===== src/rtl/core/cubic_bspline_evaluator_unit_macros.svh =====
// Assertion macros for the cubic B-spline evaluator
`ifndef CUBIC_BSPLINE_EVALUATOR_UNIT_MACROS_SVH
`define CUBIC_BSPLINE_EVALUATOR_UNIT_MACROS_SVH

// same-cycle implication, checked outside reset
`define CBSPL_ASSERT_SAME(label, clk, rst_n, ante, cons, msg) \
    label: assert property (@(posedge clk) disable iff (!rst_n) (ante) |-> (cons)) \
        else $error(msg);

// next-cycle implication, checked outside reset
`define CBSPL_ASSERT_NEXT(label, clk, rst_n, ante, cons, msg) \
    label: assert property (@(posedge clk) disable iff (!rst_n) (ante) |=> (cons)) \
        else $error(msg);

`endif


===== src/rtl/core/cbspl_ram.sv =====
// Generic single-write, single-read RAM with registered read data
`timescale 1ns / 1ps

module cbspl_ram #(
    parameter int WIDTH = 32,
    parameter int DEPTH = 64
) (
    input  logic                     clk,
    input  logic                     we,
    input  logic [$clog2(DEPTH)-1:0] waddr,
    input  logic [WIDTH-1:0]         wdata,
    input  logic                     re,
    input  logic [$clog2(DEPTH)-1:0] raddr,
    output logic [WIDTH-1:0]         rdata
);

    logic [WIDTH-1:0] mem_reg [DEPTH];
    logic [WIDTH-1:0] rdata_reg;

    always_ff @(posedge clk)
    begin
        if (we)
        begin
            mem_reg[waddr] <= wdata;
        end
        if (re)
        begin
            rdata_reg <= mem_reg[raddr];
        end
    end

    assign rdata = rdata_reg;

endmodule

===== config.mk =====
export PLATFORM = sky130hd
export DESIGN_NAME = cbspl_ram
export DESIGN_NICKNAME = d
export VERILOG_FILES = /design/src/rtl/core/cubic_bspline_evaluator_unit_macros.svh /design/src/rtl/core/cbspl_ram.sv
export SDC_FILE = /design/constraint.sdc
export NUM_CORES = 2
export LEC_CHECK = 0
export BUFFER_PORTS_ARGS = -buffer_cell sky130_fd_sc_hd__buf_4
export CAP_MARGIN = 20
export CORE_ASPECT_RATIO = 2
export CORE_MARGIN = 5
export CORE_UTILIZATION = 50
export CTS_CLUSTER_SIZE = 40
export DETAILED_ROUTE_END_ITERATION = 16
export PLACE_DENSITY = 0.75
export SLEW_MARGIN = 40
export SYNTH_ARGS = -nofsm -noshare
export SYNTH_HDL_FRONTEND = slang
export SYNTH_SLANG_ARGS = --single-unit

===== constraint.sdc =====
create_clock -name clk -period 4.55 [get_ports clk]
set_input_delay 0.91 -clock clk [delete_from_list [all_inputs] [get_ports clk]]
set_output_delay 0.91 -clock clk [all_outputs]
set_load 0.02 [all_outputs]

==> impl_metrics.ini <==
[critical_path]
critical_path_arrival_ns = 4.00
reg2reg_from = mem_reg[19][25]
critPathMaxFanout = 47
slowest_delay_ns = 0.72
required_ns = 5.07
crit_top_cell = mux4_2
worstSetupEndpointType = register
cp-startpoint = raddr[0]
start_kind = input pin
cp_cell_sequence = buf_8, buf_12, buf_4, mux4_2, mux4_2, o22ai_1, nor2_1
cp_slowest_cell = o22ai_1
path_class = in -> reg

[floorplanning]
ios = 79
dieWidth_microns = 290.8
design.core.area_sq_um = 157200
rows = 206
start_util_pct = 50.14
die_h_microns = 571.6
dieArea_sq_um = 166200

[final_layout]
area_growth_pct = 12.66
largest_reg_flops = 2048
fillers = 11020
layout.nets = 3614
finalNonFillerCells = 5782
seqCellArea_sq_um = 62460
final_area_sq_um = 88820
multi_input_area_sq_um = 15980
drive_gt1_share_pct = 29.66

[logic_synthesis]
synth_nets = 3371
synthCells = 3324
synth_edf_count = 2080
synth_most_common_cell = edfxtp_1
yosys_warnings = 0
synth.distinct_cells = 33
yosys.area.top_type = edfxtp_1
avgSynthCellArea_sq_um = 23.72
yosys-top-cells-count = edfxtp_1, mux4_2, nor2_1
synth_area_leaders = edfxtp_1, mux4_2, mux2i_1, o22ai_1, nor2_1
synth_flop_cell = edfxtp_1
async_flop_share_pct = 0
synth_top_area_share_pct = 79.23
synthesis.area_sq_um = 78840
ys_ff_latch = 2080
seq_area_frac_synth_pct = 79.23

[global_routing]
grt_overflow = 0
grt_max_degree = 65
grt_pass1_vias = 39101
antenna_found_initial = 17
grt_pass1_wl_microns = 289900
grt_usage_pct = 24.43

[pwr]
power.density_nw_per_um2 = 420.0
p_leak_nw = 27.39
vdd_drop_max_mv = 0.3089

[placement]
post-place-cells = 5481
place_congestion = 0.8186
hpwlAfterDp_microns = 122200
pre_cts_ws_ns = 0.2933
port_buffers = 78
postPlaceCellArea_sq_um = 83680

[routing]
drc = 0
drt_wl_total_microns = 204100
firstDrtPassIters = 5
viasPerCell = 6.529
dr.first_iter.drc_count = 4907
drt.antenna.violating_nets = 0
wl_per_cell_microns = 35.30
vias = 37750

[timing]
fin_skew_ns = 0.03161
finalCritPeriodShare_pct = 76.53
max-slew-margin-rel_pct = 38.83
slew_viol_final = 0
hold_violations = 0
worst_slack_ns = 1.068
final.min_clock_period_ns = 3.482
grt_setup_unrepaired = no
fmax_ghz = 0.2872
fin_tns_setup_ns = 0
worst_pin_slew_ns = 0.9150
finalSetupViolations = 0

[cts]
postCtsSetupBuffers = 0
clock_sinks = 2080
cts_tree = yes
clkTransAtPathRegs_ns = 0.07
clockBufferDepth = 4
cts_max_level = 4
cts_root_buffer = clkbuf_16
post_cts_resized = 0
cts_made_buffers = 162
clock_latency_ns = 0.81
hold_buffers = 0

[worst_hold_path]
hp-class = in -> reg
min-delay-start = re

[job]
maxCapViolCount = 0

[status]
outcome = complete, no violations
[placed cells by master, fill, tap and decap left out, types with 24 or more instances in the layout]
cell type,netlist,layout
clkbuf_1,74,28
buf_12,0,52
edfxtp_1,2080,2080
mux2i_1,93,93
nand2_1,26,26
clkbuf_16,0,166
o22ai_1,84,84
clkinv_1,0,41
nor2_4,0,62
o221ai_1,27,27
a21oi_1,62,62
clkinv_2,0,24
nor2_1,137,75
mux4_2,544,544
buf_4,25,202
[critical path: cells and delay by family]
kind                   cells  cell delay, ns
AO/OA/AOI/OAI              1            0.72
buffers and inverters      3            1.12
multiplexers               2            1.06
AND/OR/NAND/NOR            1            0.11
[per-stage QoR]
step | hold WS [ns] | util (%) | total power, mW
floorplan | 0.7502 | - | 22.76
global placement | 0.8912 | 53.17 | 23.68
detailed placement | 0.8966 | 53.22 | 23.73
CTS | 0.5247 | 56.46 | 37.47
global route | 0.5424 | 56.47 | 38.39
finish | 0.5578 | 56.49 | 37.31
[metal layers]
metal / vias to the layer above / track usage [%] / part of all wire [%]
met4: 14 / 12.36 / 6.2
met1: 19981 / 27.90 / 31
met2: 2422 / 44.40 / 54
met3: 614 / 4.182 / 8.6
li1: 14719 / - / -
met5: - / 0 / 0.048
[final cells by class]
class / count / share of cell area (%)
diodes: 13 / 0.03663
clock buffers: 194 / 4.795
clock inverters: 92 / 0.9340
multi-input cells: 1062 / 17.99
flip-flops and latches: 2080 / 70.32
well taps: 2080 / 2.930
repair buffers: 261 / 2.994
[path summary, 6_finish.rpt]
| check | endpoint | slack (ns) | depth (start not counted) |
|---|---|---|---|
| worst max-delay path | rdata[25] | 1.07 | 7 |
| worst min-delay path | rdata[0] | 0.56 | 1 |
| worst max register to register | rdata[25] | 2.03 | 4 |
| worst min register to register | rdata[4] | 0.89 | 4 |
[cell families (layout without fill, tap and decap cells)]
kind of cell | after synthesis | in the layout | share of synthesized area, %
AOI/OAI and AO/OA | 202 | 202 | 1.666
buffers and inverters | 182 | 547 | 1.124
DFF | 2080 | 2080 | 79.23
muxes | 637 | 637 | 16.72
other | 0 | 13 | 0
and+or+nand+nor | 223 | 223 | 1.260
[report_power, final]
part | internal [mW] | switching (mW) | total (mW)
registers | 21.2 | 0.0907 | 21.3
clock network | 7.55 | 6.43 | 14.0
logic | 0.760 | 1.23 | 1.99
total | 29.5 | 7.76 | 37.3
Power figures use the tool's default switching activity.
